<file path="src/hw/rtl/serial_frame_receiver_top_macros.svh">
// ---------------------------------------------------------------------------
// serial frame receiver assertion macros
// concurrent checks that fall away when SYNTHESIS is defined
// ---------------------------------------------------------------------------
`ifndef SERIAL_FRAME_RECEIVER_TOP_MACROS_SVH
`define SERIAL_FRAME_RECEIVER_TOP_MACROS_SVH

`ifndef SYNTHESIS

// consequent must hold in the same cycle as the antecedent
`define SFR_ASSERT_NOW(label, clk, rst, ante, cons) \
   label: assert property (@(posedge clk) disable iff (rst) (ante) |-> (cons)) \
      else $error("sfr check failed");

// consequent must hold in the cycle after the antecedent
`define SFR_ASSERT_NEXT(label, clk, rst, ante, cons) \
   label: assert property (@(posedge clk) disable iff (rst) (ante) |=> (cons)) \
      else $error("sfr check failed");

`else

`define SFR_ASSERT_NOW(label, clk, rst, ante, cons)

`define SFR_ASSERT_NEXT(label, clk, rst, ante, cons)

`endif

`endif

</file>
<file path="src/hw/rtl/sfr_pkg.sv">
// ---------------------------------------------------------------------------
// sfr_pkg
// shared types and constants of the serial frame receiver
// ---------------------------------------------------------------------------
`default_nettype none

package sfr_pkg;

   localparam int MAX_PAYLOAD_DEFAULT = 32;

   // LEN_W length fields cover the whole parameter range (up to 64)
   localparam int LEN_W      = 7;
   localparam int IDX_W      = 6;
   localparam int NUM_BANKS  = 2;
   localparam int CSR_IDX_W  = 3;
   localparam int CSR_DATA_W = 16;
   localparam int TIMER_W    = 16;

   localparam logic [7:0]         CSUM_SEED         = 8'h55;
   localparam logic [TIMER_W-1:0] IDLE_TIMEOUT_RST  = 16'd100;

   localparam logic [CSR_IDX_W-1:0] CSR_HEADER_FIRST  = 3'd0;
   localparam logic [CSR_IDX_W-1:0] CSR_HEADER_SECOND = 3'd1;
   localparam logic [CSR_IDX_W-1:0] CSR_FOOTER_FIRST  = 3'd2;
   localparam logic [CSR_IDX_W-1:0] CSR_FOOTER_SECOND = 3'd3;
   localparam logic [CSR_IDX_W-1:0] CSR_IDLE_TIMEOUT  = 3'd4;

   localparam logic OP_BYTE = 1'b0;
   localparam logic OP_TICK = 1'b1;

   typedef struct packed {
      logic       operation;
      logic [7:0] rx_byte;
   } req_type;

   typedef struct packed {
      logic [7:0] frame_opcode;
      logic [7:0] frame_subcode;
      logic [5:0] frame_length;
      logic       has_data;
      logic [7:0] data_byte;
      logic [4:0] byte_index;
      logic       last;
   } rsp_type;

   // one accepted frame waiting for emission
   typedef struct packed {
      logic [7:0]       opcode;
      logic [7:0]       subcode;
      logic [LEN_W-1:0] length;
      logic             bank;
   } desc_type;

   // payload buffer write from the parser
   typedef struct packed {
      logic             en;
      logic             bank;
      logic [IDX_W-1:0] index;
      logic [7:0]       data;
   } wr_type;

   typedef enum logic [8:0] {
      PH_HDR1 = 9'b000000001,
      PH_HDR2 = 9'b000000010,
      PH_OPC  = 9'b000000100,
      PH_SUB  = 9'b000001000,
      PH_LEN  = 9'b000010000,
      PH_DATA = 9'b000100000,
      PH_CSUM = 9'b001000000,
      PH_FTR1 = 9'b010000000,
      PH_FTR2 = 9'b100000000
   } phase_type;

   typedef enum logic [2:0] {
      EM_IDLE = 3'b001,
      EM_READ = 3'b010,
      EM_LOAD = 3'b100
   } emit_state_type;

endpackage

`default_nettype wire

</file>
<file path="src/hw/rtl/sfr_queue.sv">
// ---------------------------------------------------------------------------
// sfr_queue
// two-entry queue of accepted frame descriptors, one per payload bank
// ---------------------------------------------------------------------------
`default_nettype none

`include "serial_frame_receiver_top_macros.svh"

module sfr_queue (
   input  wire logic              clock,
   input  wire logic              reset,
   input  wire logic              push,
   input  wire sfr_pkg::desc_type push_desc,
   input  wire logic              pop,
   output logic                   head_valid,
   output sfr_pkg::desc_type      head_desc,
   output logic                   full
);

   localparam int PTR_W = $clog2(sfr_pkg::NUM_BANKS);
   localparam int CNT_W = $clog2(sfr_pkg::NUM_BANKS + 1);
   localparam logic [CNT_W-1:0] FULL_COUNT = CNT_W'(sfr_pkg::NUM_BANKS);

   sfr_pkg::desc_type entry_ff [sfr_pkg::NUM_BANKS];
   logic [PTR_W-1:0]  wr_ptr_ff, wr_ptr_in;
   logic [PTR_W-1:0]  rd_ptr_ff, rd_ptr_in;
   logic [CNT_W-1:0]  count_ff, count_in;

   always_comb begin
      wr_ptr_in = push ? wr_ptr_ff + PTR_W'(1) : wr_ptr_ff;
      rd_ptr_in = pop  ? rd_ptr_ff + PTR_W'(1) : rd_ptr_ff;
      count_in  = count_ff;
      if (push && !pop) begin
         count_in = count_ff + CNT_W'(1);
      end else if (pop && !push) begin
         count_in = count_ff - CNT_W'(1);
      end
   end

   always_ff @(posedge clock) begin
      if (reset) begin
         wr_ptr_ff <= '0;
         rd_ptr_ff <= '0;
         count_ff  <= '0;
      end else begin
         wr_ptr_ff <= wr_ptr_in;
         rd_ptr_ff <= rd_ptr_in;
         count_ff  <= count_in;
      end
   end

   always_ff @(posedge clock) begin
      if (push) begin
         entry_ff[wr_ptr_ff] <= push_desc;
      end
   end

   assign head_valid = (count_ff != '0);
   assign head_desc  = entry_ff[rd_ptr_ff];
   assign full       = (count_ff == FULL_COUNT);

   `SFR_ASSERT_NOW(a_no_push_when_full, clock, reset, count_ff == FULL_COUNT, !push)
   `SFR_ASSERT_NOW(a_no_pop_when_empty, clock, reset, count_ff == '0, !pop)

endmodule

`default_nettype wire

</file>
<file path="src/hw/rtl/sfr_front.sv">
// ---------------------------------------------------------------------------
// sfr_front
// frame parser: silence timer, header/length/checksum/footer checks,
// payload writes and descriptor push on a good footer
// ---------------------------------------------------------------------------
`default_nettype none

module sfr_front #(
   parameter int MAX_PAYLOAD = sfr_pkg::MAX_PAYLOAD_DEFAULT
) (
   input  wire logic                             clock,
   input  wire logic                             reset,
   input  wire logic                             req_take,
   input  wire sfr_pkg::req_type                 req_data,
   input  wire logic                             csr_write,
   input  wire logic [sfr_pkg::CSR_IDX_W-1:0]    csr_index,
   input  wire logic [sfr_pkg::CSR_DATA_W-1:0]   csr_data,
   output sfr_pkg::wr_type                       wr,
   output logic                                  push,
   output sfr_pkg::desc_type                     push_desc
);

   localparam int LW = sfr_pkg::LEN_W;
   localparam int TW = sfr_pkg::TIMER_W;

   // configuration
   logic [7:0]    header_first_ff, header_second_ff;
   logic [7:0]    footer_first_ff, footer_second_ff;
   logic [TW-1:0] idle_timeout_ff;

   sfr_pkg::phase_type phase_ff, phase_in, phase_eff;
   logic [TW-1:0]      silence_ff, silence_in;
   logic               bank_ff, bank_in;
   logic [7:0]         opcode_ff, opcode_in;
   logic [7:0]         subcode_ff, subcode_in;
   logic [LW-1:0]      length_ff, length_in;
   logic [LW-1:0]      fill_ff, fill_in;
   logic [7:0]         csum_ff, csum_in;

   logic          byte_take, tick_take;
   logic [7:0]    rx;
   logic [LW-1:0] fill_next;

   assign rx        = req_data.rx_byte;
   assign byte_take = req_take && (req_data.operation == sfr_pkg::OP_BYTE);
   assign tick_take = req_take && (req_data.operation == sfr_pkg::OP_TICK);
   assign fill_next = fill_ff + LW'(1);

   // a byte after too much silence is parsed as a first header byte
   assign phase_eff = (silence_ff >= idle_timeout_ff) ? sfr_pkg::PH_HDR1 : phase_ff;

   always_comb begin
      phase_in   = phase_ff;
      silence_in = silence_ff;
      bank_in    = bank_ff;
      opcode_in  = opcode_ff;
      subcode_in = subcode_ff;
      length_in  = length_ff;
      fill_in    = fill_ff;
      csum_in    = csum_ff;
      wr.en      = 1'b0;
      wr.bank    = bank_ff;
      wr.index   = sfr_pkg::IDX_W'(fill_ff);
      wr.data    = rx;
      push       = 1'b0;
      push_desc.opcode  = opcode_ff;
      push_desc.subcode = subcode_ff;
      push_desc.length  = length_ff;
      push_desc.bank    = bank_ff;

      if (tick_take) begin
         if (silence_ff != '1) begin
            silence_in = silence_ff + TW'(1);
         end
      end else if (byte_take) begin
         silence_in = '0;
         case (phase_eff)
            sfr_pkg::PH_HDR2: begin
               phase_in = (rx == header_second_ff) ? sfr_pkg::PH_OPC : sfr_pkg::PH_HDR1;
            end
            sfr_pkg::PH_OPC: begin
               opcode_in = rx;
               csum_in   = sfr_pkg::CSUM_SEED ^ rx;
               phase_in  = sfr_pkg::PH_SUB;
            end
            sfr_pkg::PH_SUB: begin
               subcode_in = rx;
               csum_in    = csum_ff ^ rx;
               phase_in   = sfr_pkg::PH_LEN;
            end
            sfr_pkg::PH_LEN: begin
               if (rx > 8'(MAX_PAYLOAD)) begin
                  phase_in = sfr_pkg::PH_HDR1;
               end else begin
                  length_in = LW'(rx);
                  fill_in   = '0;
                  csum_in   = csum_ff ^ rx;
                  phase_in  = (rx != 8'd0) ? sfr_pkg::PH_DATA : sfr_pkg::PH_CSUM;
               end
            end
            sfr_pkg::PH_DATA: begin
               wr.en   = 1'b1;
               csum_in = csum_ff ^ rx;
               fill_in = fill_next;
               if (fill_next >= length_ff) begin
                  phase_in = sfr_pkg::PH_CSUM;
               end
            end
            sfr_pkg::PH_CSUM: begin
               phase_in = (rx == csum_ff) ? sfr_pkg::PH_FTR1 : sfr_pkg::PH_HDR1;
            end
            sfr_pkg::PH_FTR1: begin
               phase_in = (rx == footer_first_ff) ? sfr_pkg::PH_FTR2 : sfr_pkg::PH_HDR1;
            end
            sfr_pkg::PH_FTR2: begin
               phase_in = sfr_pkg::PH_HDR1;
               if (rx == footer_second_ff) begin
                  push    = 1'b1;
                  bank_in = ~bank_ff;
               end
            end
            default: begin
               phase_in = (rx == header_first_ff) ? sfr_pkg::PH_HDR2 : sfr_pkg::PH_HDR1;
            end
         endcase
      end
   end

   always_ff @(posedge clock) begin
      if (reset) begin
         phase_ff         <= sfr_pkg::PH_HDR1;
         silence_ff       <= '0;
         bank_ff          <= 1'b0;
         header_first_ff  <= '0;
         header_second_ff <= '0;
         footer_first_ff  <= '0;
         footer_second_ff <= '0;
         idle_timeout_ff  <= sfr_pkg::IDLE_TIMEOUT_RST;
      end else begin
         phase_ff   <= phase_in;
         silence_ff <= silence_in;
         bank_ff    <= bank_in;
         if (csr_write) begin
            case (csr_index)
               sfr_pkg::CSR_HEADER_FIRST:  header_first_ff  <= csr_data[7:0];
               sfr_pkg::CSR_HEADER_SECOND: header_second_ff <= csr_data[7:0];
               sfr_pkg::CSR_FOOTER_FIRST:  footer_first_ff  <= csr_data[7:0];
               sfr_pkg::CSR_FOOTER_SECOND: footer_second_ff <= csr_data[7:0];
               sfr_pkg::CSR_IDLE_TIMEOUT:  idle_timeout_ff  <= csr_data[TW-1:0];
               default: begin
               end
            endcase
         end
      end
   end

   always_ff @(posedge clock) begin
      opcode_ff  <= opcode_in;
      subcode_ff <= subcode_in;
      length_ff  <= length_in;
      fill_ff    <= fill_in;
      csum_ff    <= csum_in;
   end

endmodule

`default_nettype wire

</file>
<file path="src/hw/rtl/sfr_back.sv">
// ---------------------------------------------------------------------------
// sfr_back
// payload buffer (two banks) and the emitter that turns a queued frame
// into its run of results
// ---------------------------------------------------------------------------
`default_nettype none

`include "serial_frame_receiver_top_macros.svh"

module sfr_back #(
   parameter int MAX_PAYLOAD = sfr_pkg::MAX_PAYLOAD_DEFAULT
) (
   input  wire logic                clock,
   input  wire logic                reset,
   input  wire sfr_pkg::wr_type     wr,
   input  wire logic                head_valid,
   input  wire sfr_pkg::desc_type   head_desc,
   output logic                     pop,
   output logic                     rsp_valid,
   input  wire logic                rsp_stall,
   output sfr_pkg::rsp_type         rsp_data
);

   localparam int LW        = sfr_pkg::LEN_W;
   localparam int IW        = (MAX_PAYLOAD > 1) ? $clog2(MAX_PAYLOAD) : 1;
   localparam int MEM_DEPTH = sfr_pkg::NUM_BANKS * (1 << IW);

   logic [7:0] mem [MEM_DEPTH];
   logic [7:0] rd_data_ff;

   sfr_pkg::emit_state_type state_ff, state_in;
   logic [IW-1:0]           pos_ff, pos_in;
   logic                    rsp_valid_ff, rsp_valid_in;
   sfr_pkg::rsp_type        rsp_data_ff, rsp_data_in;

   logic          empty_frame;
   logic          is_last;
   logic          out_free;

   always_ff @(posedge clock) begin
      if (wr.en) begin
         mem[{wr.bank, wr.index[IW-1:0]}] <= wr.data;
      end
      rd_data_ff <= mem[{head_desc.bank, pos_ff}];
   end

   assign empty_frame = (head_desc.length == '0);
   assign is_last     = empty_frame || ((LW'(pos_ff) + LW'(1)) == head_desc.length);
   assign out_free    = !rsp_valid_ff || !rsp_stall;

   always_comb begin
      state_in     = state_ff;
      pos_in       = pos_ff;
      pop          = 1'b0;
      rsp_valid_in = rsp_valid_ff && rsp_stall;
      rsp_data_in  = rsp_data_ff;
      case (state_ff)
         sfr_pkg::EM_IDLE: begin
            if (head_valid) begin
               pos_in   = '0;
               state_in = sfr_pkg::EM_READ;
            end
         end
         sfr_pkg::EM_READ: begin
            state_in = sfr_pkg::EM_LOAD;
         end
         sfr_pkg::EM_LOAD: begin
            if (out_free) begin
               rsp_valid_in               = 1'b1;
               rsp_data_in.frame_opcode   = head_desc.opcode;
               rsp_data_in.frame_subcode  = head_desc.subcode;
               rsp_data_in.frame_length   = 6'(head_desc.length);
               rsp_data_in.has_data       = !empty_frame;
               rsp_data_in.data_byte      = empty_frame ? 8'd0 : rd_data_ff;
               rsp_data_in.byte_index     = 5'(pos_ff);
               rsp_data_in.last           = is_last;
               if (is_last) begin
                  pop      = 1'b1;
                  state_in = sfr_pkg::EM_IDLE;
               end else begin
                  pos_in   = pos_ff + IW'(1);
                  state_in = sfr_pkg::EM_READ;
               end
            end
         end
         default: begin
            state_in = sfr_pkg::EM_IDLE;
         end
      endcase
   end

   always_ff @(posedge clock) begin
      if (reset) begin
         state_ff     <= sfr_pkg::EM_IDLE;
         rsp_valid_ff <= 1'b0;
      end else begin
         state_ff     <= state_in;
         rsp_valid_ff <= rsp_valid_in;
      end
   end

   always_ff @(posedge clock) begin
      pos_ff      <= pos_in;
      rsp_data_ff <= rsp_data_in;
   end

   assign rsp_valid = rsp_valid_ff;
   assign rsp_data  = rsp_data_ff;

   `SFR_ASSERT_NOW(a_busy_has_frame, clock, reset, state_ff != sfr_pkg::EM_IDLE, head_valid)
   `SFR_ASSERT_NEXT(a_pop_returns_idle, clock, reset, pop, state_ff == sfr_pkg::EM_IDLE)

endmodule

`default_nettype wire

</file>
<file path="src/hw/rtl/serial_frame_receiver_top.sv">
// ---------------------------------------------------------------------------
// serial_frame_receiver_top
// framed serial packet receiver with xor checksum and idle timeout
// ---------------------------------------------------------------------------
// The parser takes one transaction (a received byte or a millisecond tick)
// per cycle while req_stall is low, checks header, length, checksum and
// footer, and captures opcode, subcode and data; a good frame lands in one
// of two payload banks and its descriptor enters a two-entry queue. The
// emitter drains the queue: it picks up each descriptor in EM_IDLE, then for
// each result reads the payload memory in EM_READ and loads the output
// register in EM_LOAD, waiting there while rsp_stall holds the output; a
// frame of n data bytes gives max(n,1) results. req_stall rises only while
// both banks hold frames not yet fully emitted. No clearing pass follows
// reset: only payload written by the current frame is ever read.
// csr_ready is always high.
// ---------------------------------------------------------------------------
`default_nettype none

`include "serial_frame_receiver_top_macros.svh"

module serial_frame_receiver_top #(
   parameter int MAX_PAYLOAD = sfr_pkg::MAX_PAYLOAD_DEFAULT
) (
   input  wire logic                            clock,
   input  wire logic                            reset,

   // input transactions: bytes and ticks
   input  wire logic                            req_valid,
   output logic                                 req_stall,
   input  wire sfr_pkg::req_type                req_data,

   // result transactions
   output logic                                 rsp_valid,
   input  wire logic                            rsp_stall,
   output sfr_pkg::rsp_type                     rsp_data,

   // register writes
   input  wire logic                            csr_valid,
   output logic                                 csr_ready,
   input  wire logic [sfr_pkg::CSR_IDX_W-1:0]   csr_index,
   input  wire logic [sfr_pkg::CSR_DATA_W-1:0]  csr_data
);

   sfr_pkg::wr_type   wr;
   sfr_pkg::desc_type push_desc;
   sfr_pkg::desc_type head_desc;
   logic              push;
   logic              pop;
   logic              head_valid;
   logic              q_full;
   logic              req_take;

   // both banks owned by pending frames: hold off the parser
   assign req_stall = q_full;
   assign req_take  = req_valid && !req_stall;
   assign csr_ready = 1'b1;

   sfr_front #(
      .MAX_PAYLOAD (MAX_PAYLOAD)
   ) u_front (
      .clock     (clock),
      .reset     (reset),
      .req_take  (req_take),
      .req_data  (req_data),
      .csr_write (csr_valid && csr_ready),
      .csr_index (csr_index),
      .csr_data  (csr_data),
      .wr        (wr),
      .push      (push),
      .push_desc (push_desc)
   );

   // frames waiting for (or in) emission, one per bank
   sfr_queue u_queue (
      .clock      (clock),
      .reset      (reset),
      .push       (push),
      .push_desc  (push_desc),
      .pop        (pop),
      .head_valid (head_valid),
      .head_desc  (head_desc),
      .full       (q_full)
   );

   sfr_back #(
      .MAX_PAYLOAD (MAX_PAYLOAD)
   ) u_back (
      .clock      (clock),
      .reset      (reset),
      .wr         (wr),
      .head_valid (head_valid),
      .head_desc  (head_desc),
      .pop        (pop),
      .rsp_valid  (rsp_valid),
      .rsp_stall  (rsp_stall),
      .rsp_data   (rsp_data)
   );

   // the parser never writes the bank that the emitter may be reading
   `SFR_ASSERT_NOW(a_bank_disjoint, clock, reset, wr.en && head_valid, wr.bank != head_desc.bank)

endmodule

`default_nettype wire
</file>
<file path="config.mk">
export PLATFORM = sky130hd
export DESIGN_NAME = serial_frame_receiver_top
export DESIGN_NICKNAME = d
export VERILOG_FILES = /design/src/hw/rtl/sfr_pkg.sv /design/src/hw/rtl/sfr_queue.sv /design/src/hw/rtl/sfr_front.sv /design/src/hw/rtl/sfr_back.sv /design/src/hw/rtl/serial_frame_receiver_top.sv
export VERILOG_INCLUDE_DIRS = /design/src /design/src/hw/rtl
export SDC_FILE = /design/constraint.sdc
export NUM_CORES = 1
export LEC_CHECK = 0
export BUFFER_PORTS_ARGS = -buffer_cell sky130_fd_sc_hd__clkbuf_2
export CORE_MARGIN = 2
export CORE_UTILIZATION = 40
export DETAILED_ROUTE_END_ITERATION = 6
export PLACE_DENSITY = 0.58
export SYNTH_ARGS = -nofsm -noshare
export SYNTH_HDL_FRONTEND = slang
export SYNTH_HIERARCHICAL = 1
export SYNTH_SLANG_ARGS = --single-unit
</file>
<file path="constraint.sdc">
create_clock -name clock -period 4.4 [get_ports clock]
set_input_delay 0.44 -clock clock [delete_from_list [all_inputs] [get_ports clock]]
set_output_delay 0.44 -clock clock [all_outputs]
set_load 0.02 [all_outputs]
</file>
==> results of run 1 <==
## power by group
| part | internal [mW] | switching (mW) | leakage [nW] |
|---|---|---|---|
| clock | 3.77 | 2.64 | 1.22 |
| sequential | 7.53 | 0.00863 | 6.50 |
| combinational | 0.0520 | 0.185 | 3.22 |
## layout by cell type, fill, tap and decap left out, drive strengths merged, types with 8 or more instances in the layout
cell      n
o22ai    18
a211oi   15
nand2   155
nor4     17
xnor2    30
clkbuf  181
nand3b   11
and2     16
nand4    10
mux2i    31
nand3    32
o21ai    30
buf      77
clkinv   24
dfxtp    91
nor2b    19
inv      36
xor2     49
nand2b   14
nor3     22
and3      8
ha       27
a21oi    75
nor2    127
mux4    124
mux2     40
edfxtp  640
## final timing paths
| kind | to | slack, ns |
|---|---|---|
| max | u_back/mem[10][6] | 0.87 |
| min | u_front/idle_timeout_ff[14] | 0.04 |
| min reg2reg | u_queue/entry_ff[1][10] | 0.43 |
| max reg2reg | u_back/mem[10][6] | 0.87 |
## worst max-delay path: stages (launching register included)
cell and delay, ns:
dfxtp_1 0.41, ha_1 0.28, a21oi_1 0.14, o21ai_0 0.13
a211oi_2 0.37, o211ai_1 0.24, nor2_1 0.27, nor2b_1 0.30
nand2_1 0.38, nor2_1 0.65
## per-stage QoR
stage	power, mW	instance area (um2)	worst slack (ns)
2_1_floorplan	7.81	30000	1.09
3_3_place_gp	7.92	31500	0.910
3_5_place_dp	7.92	31500	0.890
4_1_cts	14.3	34000	0.859
5_1_grt	14.6	34000	0.539
6_report	14.2	34000	0.872
## sequential cells by signal (all words and copies together) (netlist names), 2 cells and up, named ones only
| register | cells |
|---|---|
| u_back/mem | 512 |
| u_back/pos_ff | 5 |
| u_front/opcode_ff | 8 |
| u_front/header_second_ff | 8 |
| u_front/phase_ff | 9 |
| u_front/footer_second_ff | 8 |
| u_front/footer_first_ff | 8 |
| u_queue/entry_ff | 48 |
| u_front/header_first_ff | 8 |
| u_front/csum_ff | 8 |
| u_front/silence_ff | 16 |
| u_back/rd_data_ff | 8 |
| u_back/state_ff | 3 |
| u_queue/count_ff | 2 |
| u_front/subcode_ff | 8 |
| u_back/rsp_data | 37 |
| u_front/length_ff | 7 |
| u_front/idle_timeout_ff | 16 |
| u_front/fill_ff | 7 |
## per-layer routing
| layer | vias to the layer above | routed length, um | GRT usage |
|---|---|---|---|
| met2 | 445 | 33900 | 0.296 |
| met1 | 8484 | 30100 | 0.246 |
| met4 | 0 | 1470 | 0.0541 |
| li1 | 7242 | - | - |
| met3 | 103 | 3310 | 0.0253 |
| met5 | - | 0 | 0 |
## final cells by class
type | count | share of cell area
Clock inverter | 32 | 0.0109
Clock buffer | 111 | 0.0632
Multi-Input combinational cell | 942 | 0.238
Sequential cell | 731 | 0.619
Timing Repair Buffer | 147 | 0.0287
Inverter | 35 | 0.00387
Tap cell | 969 | 0.0357
==> summary.txt, run 1 <==
Clock tree
  • H-tree Lvls: 3
  • Num CTS Buffers: 77
  • Clock Tree Buf Depth: 3
  • Clock slew at reported path FFs: 0.06 ns
  • CTS-repair resized insts: 0
  • Cts hold-fix bufs: 0
  • CTS tree: yes
  • Root buf cell: clkbuf_16
  • Num Clock Sinks: 731
  • Clock Latency Late Sink: 0.63 ns
  • Post-CTS Setup Repair Bufs: 0

Synth
  • Cells after Synth: 1815
  • Avg Cell Area, Syn: 16.5 um2
  • Synthesized net count: approximately 1900
  • Synthesis Warnings: 6
  • Post-Syn Area: 30000 um2

Global routing
  • Initial antenna violation count: 1
  • Grt ovf: 0
  • Largest net degree at the start of global routing: 73
  • First-pass GRT wire length: 104 mm
  • Vias in the first global route: between 15000 and 20000
  • Tot GR Track Use: 0.179

STA
  • Slew headroom: 0.281
  • Fin Clk Skew: 0.0296 ns
  • Least-Margin Pin Slew: 1.08 ns
  • Setup violators final: 0
  • Min Hold Slack: ~0.038 ns
  • Minimum clock period: ~3.5 ns
  • Setup TNS: 0 ns
  • Count of pins over their slew limit: 0
  • RSZ-0062 raised after global routing: false
  • Period utilization: 0.802
  • Hold Fails Final Rpt: 0
  • Max Freq: 0.283 GHz

Run status
  • Outcome: finished clean

Route
  • 1st-pass router iterations: 6
  • Vias: 16300
  • Total wire length: 68.8 mm
  • Number of DRC markers in iteration 0: 1529
  • DRC viols: 0
  • Vias/cell: 5.49
  • Remaining antenna violation count after routing: 0
  • Drt wl/cell: 23.2 um

Layout
  • Layout Utilization: 0.457
  • Nets: 1994
  • Number of fillers in the final layout: 6454
  • ANT cells: 0
  • Area of the multi-input gates: 8090 um2
  • Share of layout cells above drive strength 1: 0.211
  • FF+latch area: 21000 um2
  • Area grow syn2layout: 13.2%
  • Post-Layout Cell Count: 2967

Floorplanning
  • Row count: 100
  • Core area: roughly 74000 um2
  • Die height: 278 um
  • Die Wd: approximately 280 um
  • IO Count: 73
  • Die ar.: around 77000 um2
  • Initial core utilization: 0.404

Critical path
  • Worst Setup End Kind: register
  • Critical path peak fanout: 8
  • Type of origin of the critical path: register
  • CP required: 4.67 ns
  • Worst R2R Start: u_front/silence_ff[9]
  • Reg2Reg Depth: 9
  • Crit. Startpoint: u_front/silence_ff[9]
  • Setup CP Type: reg2reg
  • Arrival @ worst endpoint: 3.80 ns

Power and ir drop
  • Leakage: 10.9 nW
  • VDD IR max: 0.242 mV
  • Pwr/cell area: 418 nW/um2

Place
  • Port Buffers: 71
  • Placed insts: 2824
  • HPWL after DPL: 43.0 mm
  • GP Congestion: 0.823

Hold path
  • Min-delay src: csr_data[14]
  • HP Class: in2reg
  • Hold path cells: 3

Flow run
  • MaxCap Viol Count: 0
Note: power is estimated with default switching activity, not from simulation.
==> run 2, diff against run 1 <==
Settings changed: PLACE_DENSITY 0.58 to 0.6.
Clock period 4.4 ns to 3.1 ns, I/O delays scaled along.
==> run 2 against run 1 <==
  * Final cell count grew 2.5%
  * Setup slack lost 0.68 ns
  * Count of clock-buffer cells in the layout shrank 8
  * Maximum frequency grew 21%
  * Wire length grew 0.25%
  * Combinational power grew 50%
  * Register-to-register slack lost 0.68 ns
  * Largest cell class unchanged
==> summary.txt, run 2 (synthesis gave the netlist of run 1 again) <==
Run status
  • Outcome: finished clean (unchanged)

Layout
  • Area grow syn2layout: 15.6% (was 13.2%)
  • Share of layout cells above drive strength 1: 0.243 (was 0.211)
  • ANT cells: 0 (unchanged)
  • Area of the multi-input gates: 8120 um2 (was 8090 um2)
  • FF+latch area: 21000 um2 (unchanged)
  • Layout Utilization: 0.467 (was 0.457)
  • Nets: 2071 (was 1994)
  • Max reg flops: 512 (unchanged)
  • Leading cell type in the layout, fill and taps excluded: edfxtp_1 (unchanged)
  • Number of fillers in the final layout: 6381 (was 6454)
  • Highest-count cells in the layout ignoring fill and taps: edfxtp_1, nand2_1, buf_4 (was edfxtp_1, nand2_1, nor2_1)

Global routing
  • First-pass GRT wire length: 105 mm (was 104 mm)
  • Vias in the first global route: 16900 (was 16500)
  • Initial antenna violation count: 0 (was 1)
  • Tot GR Track Use: 0.180 (was 0.179)
  • Grt ovf: 0 (unchanged)
  • Largest net degree at the start of global routing: 67 (was 73)

STA
  • Max Freq: 0.344 GHz (was 0.283 GHz)
  • Period utilization: 0.939 (was 0.802)
  • Fin Clk Skew: 0.0356 ns (was 0.0296 ns)
  • Hold Fails Final Rpt: 0 (unchanged)
  • Least-Margin Pin Slew: 0.770 ns (was 1.08 ns)
  • Setup violators final: 0 (unchanged)
  • Setup TNS: 0 ns (unchanged)
  • Slew headroom: 0.487 (was 0.281)
  • Count of pins over their slew limit: 0 (unchanged)
  • Minimum clock period: 2.91 ns (was 3.53 ns)
  • Setup ws final: 0.190 ns (was 0.872 ns)
  • RSZ-0062 raised after global routing: true (was false)

Clock tree
  • Num CTS Buffers: 76 (was 77)
  • Clock Latency Late Sink: 0.63 ns (about the same)
  • Num Clock Sinks: 731 (unchanged)
  • CTS tree: yes (unchanged)
  • H-tree Lvls: 3 (unchanged)
  • Root buf cell: clkbuf_16 (unchanged)
  • Clock slew at reported path FFs: 0.06 ns (about the same)
  • Clock Tree Buf Depth: 3 (unchanged)

Floorplanning
  • Die height: 278 um (unchanged)
  • Initial core utilization: 0.404 (unchanged)
  • IO Count: 73 (unchanged)
  • Row count: 100 (unchanged)
  • Core area: 74300 um2 (unchanged)
  • Die ar.: 77200 um2 (unchanged)
  • Die Wd: 278 um (unchanged)

Route
  • Number of DRC markers in iteration 0: 1447 (was 1529)
  • Vias/cell: 5.37 (was 5.49)
  • Remaining antenna violation count after routing: 0 (unchanged)
  • 1st-pass router iterations: 5 (was 6)
  • Top routing layer in use: met4 (unchanged)
  • Total wire length: 68.9 mm (was 68.8 mm)
  • Met1 WL: 29.6 mm (was 30.1 mm)
  • Drt wl/cell: 22.7 um (was 23.2 um)
  • Met2 WL: 34.2 mm (was 33.9 mm)
  • DRC viols: 0 (unchanged)
  • Length of routed met3 wiring: 3.76 mm (was 3.31 mm)
  • Vias: 16300 (about the same)

Hold path
  • HP Class: in2reg (unchanged)
  • Hold Path Sink: u_front/footer_first_ff[3] (was u_front/idle_timeout_ff[14])
  • Hold path cells: 3 (unchanged)
  • Min-delay src: csr_data[3] (was csr_data[14])

Flow run
  • MaxCap Viol Count: 0 (unchanged)

Place
  • Port Buffers: 71 (unchanged)
  • GP Congestion: 0.841 (was 0.823)
  • Place WS: 0.0642 ns (was 0.890 ns)
  • HPWL after DPL: 44.4 mm (was 43.0 mm)

Critical path
  • CP required: 3.42 ns (was 4.67 ns)
  • Type of origin of the critical path: register (unchanged)
  • Worst Setup End Kind: register (unchanged)
  • Arrival @ worst endpoint: 3.23 ns (was 3.80 ns)
  • Worst path slowest cell: dfxtp_1 (was nor2_1)
  • Crit path largest cell delay: 0.32 ns (was 0.65 ns)
  • Critical-path cell list: inv_1, ha_1, a211oi_2, nor2_1, a211oi_2, o211ai_1, nor2_2, nor2b_4, nand3_1, buf_12, nor2_1, buf_4 (was ha_1, a21oi_1, o21ai_0, a211oi_2, o211ai_1, nor2_1, nor2b_1, nand2_1, nor2_1)
  • Critical path peak fanout: 7 (was 8)
  • Worst R2R Setup Slack: 0.19 ns (was 0.87 ns)
  • Reg2Reg Depth: 12 (was 9)
  • Setup CP Type: reg2reg (unchanged)
  • RR Endpoint: u_back/mem[38][2] (was u_back/mem[10][6])
  • Worst R2R Start: u_front/idle_timeout_ff[13] (was u_front/silence_ff[9])

Power and ir drop
  • Leakage: 11.4 nW (was 10.9 nW)
  • Pwr/cell area: 578 nW/um2 (was 418 nW/um2)
  • VDD IR max: 0.347 mV (was 0.242 mV)
  • Tot Pwr: 20.1 mW (was 14.2 mW)
[run 2: cell count changes in the layout (fill, tap and decap cells not counted), sizes merged]
| cell | previous run | this run |
|---|---|---|
| buf | 77 | 146 |
| clkbuf | 181 | 172 |
| clkinv | 24 | 23 |
| dlygate4sd3 | 0 | 10 |
| clkinvlp | 1 | 5 |
| inv | 36 | 37 |
[run 2: how the worst max path moves through the flow]
stage	start	endpoint	slack, ns	cells past startpoint
after floorplan	u_front/idle_timeout_ff[4]	u_back/mem[62][0]	0.11	11
after global placement	u_front/idle_timeout_ff[9]	u_back/mem[12][6]	0.03	13
after detailed placement	u_front/idle_timeout_ff[9]	u_back/mem[12][3]	0.06	13
after CTS	u_front/idle_timeout_ff[9]	u_back/mem[12][6]	0.04	13
after global routing	u_front/idle_timeout_ff[13]	u_back/mem[60][6]	-0.03	13
final	u_front/idle_timeout_ff[13]	u_back/mem[38][2]	0.19	12
[run 2: report_power, final]
group / total [mW] / internal, mW / switching (mW)
combinational: 0.355 / 0.0896 / 0.265
clock: 9.01 / 5.30 / 3.70
sequential: 10.7 / 10.7 / 0.0125
total: 20.1 / 16.1 / 3.98
[run 2: critical path: cells and delay by family, from the launching register on]
| family | cells | cell delay (ns) |
|---|---|---|
| adders and majority gates | 1 | 0.31 |
| buffers and inverters | 3 | 0.40 |
| DFF | 1 | 0.32 |
| AOI/OAI and AO/OA | 3 | 0.73 |
| and+or+nand+nor | 5 | 0.86 |
[run 2: cell type report]
class                           instances  area share
Sequential cell                       731       0.606
Multi-Input combinational cell        942       0.234
Clock buffer                          103      0.0610
Timing Repair Buffer                  225      0.0494
Tap cell                              969      0.0349
Clock inverter                         36      0.0104
Inverter                               35     0.00379
[run 2: metrics by stage]
| stage | cell area (um2) | cells | hold WS (ns) |
|---|---|---|---|
| 2_1_floorplan | 30000 | 1815 | 0.379 |
| 3_3_place_gp | 32100 | 2892 | 0.426 |
| 3_5_place_dp | 32100 | 2892 | 0.433 |
| 4_1_cts | 34700 | 3041 | 0.00124 |
| 5_1_grt | 34700 | 3041 | 0.0272 |
| 6_report | 34700 | 3041 | 0.0389 |
[run 2: what timing repair did]
item / in CTS / in global routing
endpoints found under the hold margin: 14 / 0
buffers inserted: 0 / 0
hold buffers: 10 / 0
endpoints found under the setup margin: 0 / 297
resized for setup: 0 / 15
[run 2: per-layer routing]
| layer | vias up | track usage |
|---|---|---|
| met5 | - | 0 |
| met4 | 0 | 0.0509 |
| met3 | 95 | 0.0280 |
| met2 | 477 | 0.304 |
| met1 | 8380 | 0.243 |
| li1 | 7393 | - |
==> run 3, diff against run 2 <==
Settings changed: CORE_UTILIZATION 40 to 45, MAX_ROUTING_LAYER set to met4, PLACE_DENSITY 0.6 to 0.66.
==> run 3 against run 2 <==
  * Count of clock-buffer cells in the layout decreased by 17
  * Final cell count down 3.0%
  * Total power grew 3.0%
  * Register-to-register slack worse by 0.02 ns
  * Sequential share of layout area shrank 0.092 points
  * Critical path depth down 2
  * Die area decreased by 11%
  * Sequential power about the same
  * Design area grew 0.15%
  * Combinational power rose by 1%
==> summary.txt, run 3 (synthesis gave the netlist of run 1 again) <==
Critical path
  • Crit path largest cell delay: 0.32 ns (about the same)
  • Levels on crit path: 10 (was 12)
  • Setup CP Type: reg2reg (unchanged)
  • Type of origin of the critical path: register (unchanged)
  • Arrival @ worst endpoint: 3.24 ns (was 3.23 ns)
  • WP buf/inv: 3 (unchanged)
  • Worst path slowest cell: dfxtp_1 (unchanged)
  • Reg2Reg Depth: 10 (was 12)
  • Worst Setup End Kind: register (unchanged)
  • Critical path peak fanout: 8 (was 7)
  • CP required: 3.41 ns (was 3.42 ns)
  • Critical-path cell list: inv_1, ha_1, a211oi_2, nor2_1, a211oi_2, o21ai_1, buf_4, or2_4, nor3_1, buf_4 (was inv_1, ha_1, a211oi_2, nor2_1, a211oi_2, o211ai_1, nor2_2, nor2b_4, nand3_1, buf_12, nor2_1, buf_4)
  • Crit path max-delay family: compound AO/OA/AOI/OAI gates (was simple AND/OR/NAND/NOR gates)

Clock tree
  • Root buf cell: clkbuf_16 (unchanged)
  • CTS tree: yes (unchanged)
  • H-tree Lvls: 3 (unchanged)
  • Num CTS Buffers: 77 (was 76)
  • Num Clock Sinks: 731 (unchanged)
  • Clock Tree Buf Depth: 3 (unchanged)
  • Post-CTS Setup Repair Bufs: 0 (unchanged)
  • Clock slew at reported path FFs: 0.06 ns (about the same)
  • Clock Latency Late Sink: 0.62 ns (was 0.63 ns)

STA
  • Hold Fails Final Rpt: 0 (unchanged)
  • Count of pins over their slew limit: 0 (unchanged)
  • Period utilization: 0.946 (was 0.939)
  • Setup violators final: 0 (unchanged)
  • RSZ-0062 raised after global routing: false (was true)
  • Setup ws final: 0.166 ns (was 0.190 ns)
  • Fin Clk Skew: 0.0317 ns (was 0.0356 ns)
  • Max Freq: 0.341 GHz (was 0.344 GHz)
  • Setup TNS: 0 ns (unchanged)
  • Minimum clock period: 2.93 ns (was 2.91 ns)
  • Least-Margin Pin Slew: 0.760 ns (was 0.770 ns)
  • Slew headroom: 0.493 (was 0.487)

Layout
  • Max reg flops: 512 (unchanged)
  • Leading cell type in the layout, fill and taps excluded: edfxtp_1 (unchanged)
  • Area grow syn2layout: 15.8% (was 15.6%)
  • Nets: 2083 (was 2071)
  • ANT cells: 0 (unchanged)
  • Share of layout cells above drive strength 1: 0.247 (was 0.243)
  • Number of fillers in the final layout: 5257 (was 6381)
  • Highest-count cells in the layout ignoring fill and taps: edfxtp_1, nand2_1, buf_4 (unchanged)

Global routing
  • Grt ovf: 0 (unchanged)
  • Vias in the first global route: 16600 (was 16900)
  • Tot GR Track Use: 0.200 (was 0.180)
  • Largest net degree at the start of global routing: 68 (was 67)
  • First-pass GRT wire length: 101 mm (was 105 mm)
  • Initial antenna violation count: 0 (unchanged)

Route
  • Remaining antenna violation count after routing: 0 (unchanged)
  • Vias/cell: 5.58 (was 5.37)
  • Vias: 16500 (was 16300)
  • DRC viols: 0 (unchanged)
  • Number of DRC markers in iteration 0: 1635 (was 1447)
  • Total wire length: 67.3 mm (was 68.9 mm)
  • Drt wl/cell: 22.8 um (was 22.7 um)
  • 1st-pass router iterations: 5 (unchanged)

Power and ir drop
  • Pwr/cell area: 595 nW/um2 (was 578 nW/um2)
  • VDD IR max: 0.344 mV (was 0.347 mV)
  • Leakage: 11.5 nW (was 11.4 nW)

Place
  • Place WS: 0.0703 ns (was 0.0642 ns)
  • Port Buffers: 71 (unchanged)
  • HPWL after DPL: 43.5 mm (was 44.4 mm)
  • GP Congestion: 0.888 (was 0.841)

Hold path
  • HP Class: in2reg (unchanged)
  • Hold path cells: 3 (unchanged)

Floorplanning
  • Row count: 94 (was 100)
  • IO Count: 73 (unchanged)
  • Die height: 262 um (was 278 um)
  • Die ar.: 68700 um2 (was 77200 um2)
  • Core area: 65900 um2 (was 74300 um2)
  • Initial core utilization: 0.455 (was 0.404)
  • Die Wd: 262 um (was 278 um)

Flow run
  • MaxCap Viol Count: 0 (unchanged)

Run status
  • Outcome: finished clean (unchanged)
==> run 3: cell count changes in the layout (fill, tap and decap cells not counted), moves of 4 or more <==
cell       previous run  this run
buf_6                 4         0
buf_12               13         8
bufinv_16             6        14
clkbuf_1             19         9
buf_4               127       144
nor2_1              113       118
nor2_2               14         9
clkbuf_8              5         0
==> run 3: per-stage QoR <==
step / instance area (um2) / hold slack (ns) / instances / util / power [mW]
5_1_grt: 34700 / 0.0164 / 2950 / 0.528 / 21.2
3_3_place_gp: 31900 / 0.425 / 2795 / 0.485 / 11.2
6_report: 34700 / 0.0428 / 2950 / 0.528 / 20.7
2_1_floorplan: 30000 / 0.379 / 1815 / - / 11.1
4_1_cts: 34700 / 0.000732 / 2950 / 0.527 / 20.9
3_5_place_dp: 31900 / 0.430 / 2795 / 0.485 / 11.3
==> run 3: tightest hold or removal path, stage by stage <==
cell,delay (ns)
clkbuf_2,0.16
nand2_1,0.08
a21oi_1,0.05
==> run 3: path summary, 6_finish.rpt <==
| kind | slack [ns] | from | end |
|---|---|---|---|
| worst max-delay path | 0.17 | u_front/idle_timeout_ff[13] | u_front/subcode_ff[0] |
| worst min-delay path | 0.04 | csr_data[4] | u_front/idle_timeout_ff[4] |
| worst max register to register | 0.17 | u_front/idle_timeout_ff[13] | u_front/subcode_ff[0] |
| worst min register to register | 0.44 | u_front/subcode_ff[4] | u_queue/entry_ff[1][12] |
==> run 3: report_power, final <==
| part | switching (mW) | internal [mW] | total [mW] |
|---|---|---|---|
| logic | 0.265 | 0.0937 | 0.359 |
| registers | 0.0122 | 10.7 | 10.7 |
| clock network | 3.83 | 5.78 | 9.61 |
==> run 3: layout make-up <==
| class | count | area (um2) | area share |
|---|---|---|---|
| inverters | 35 | 131 | 0.00378 |
| well taps | 864 | 1080 | 0.0311 |
| clock buffers | 86 | 1960 | 0.0564 |
| clock inverters | 56 | 704 | 0.0203 |
| repair buffers | 236 | 1730 | 0.0497 |
| flip-flops and latches | 731 | 21000 | 0.606 |
| multi-input cells | 942 | 8100 | 0.233 |
==> run 3: repair_timing <==
item,in CTS,in global routing
endpoints found under the setup margin,0,355
gates resized for setup,0,4
hold endpoints to repair,21,0
hold buffers,13,0
==> run 3: layer usage <==
| metal | GRT usage | part of all wire |
|---|---|---|
| met2 | 0.323 | 0.50 |
| met4 | 0.0577 | 0.026 |
| met5 | - | 0 |
| met1 | 0.264 | 0.42 |
| met3 | 0.0313 | 0.059 |
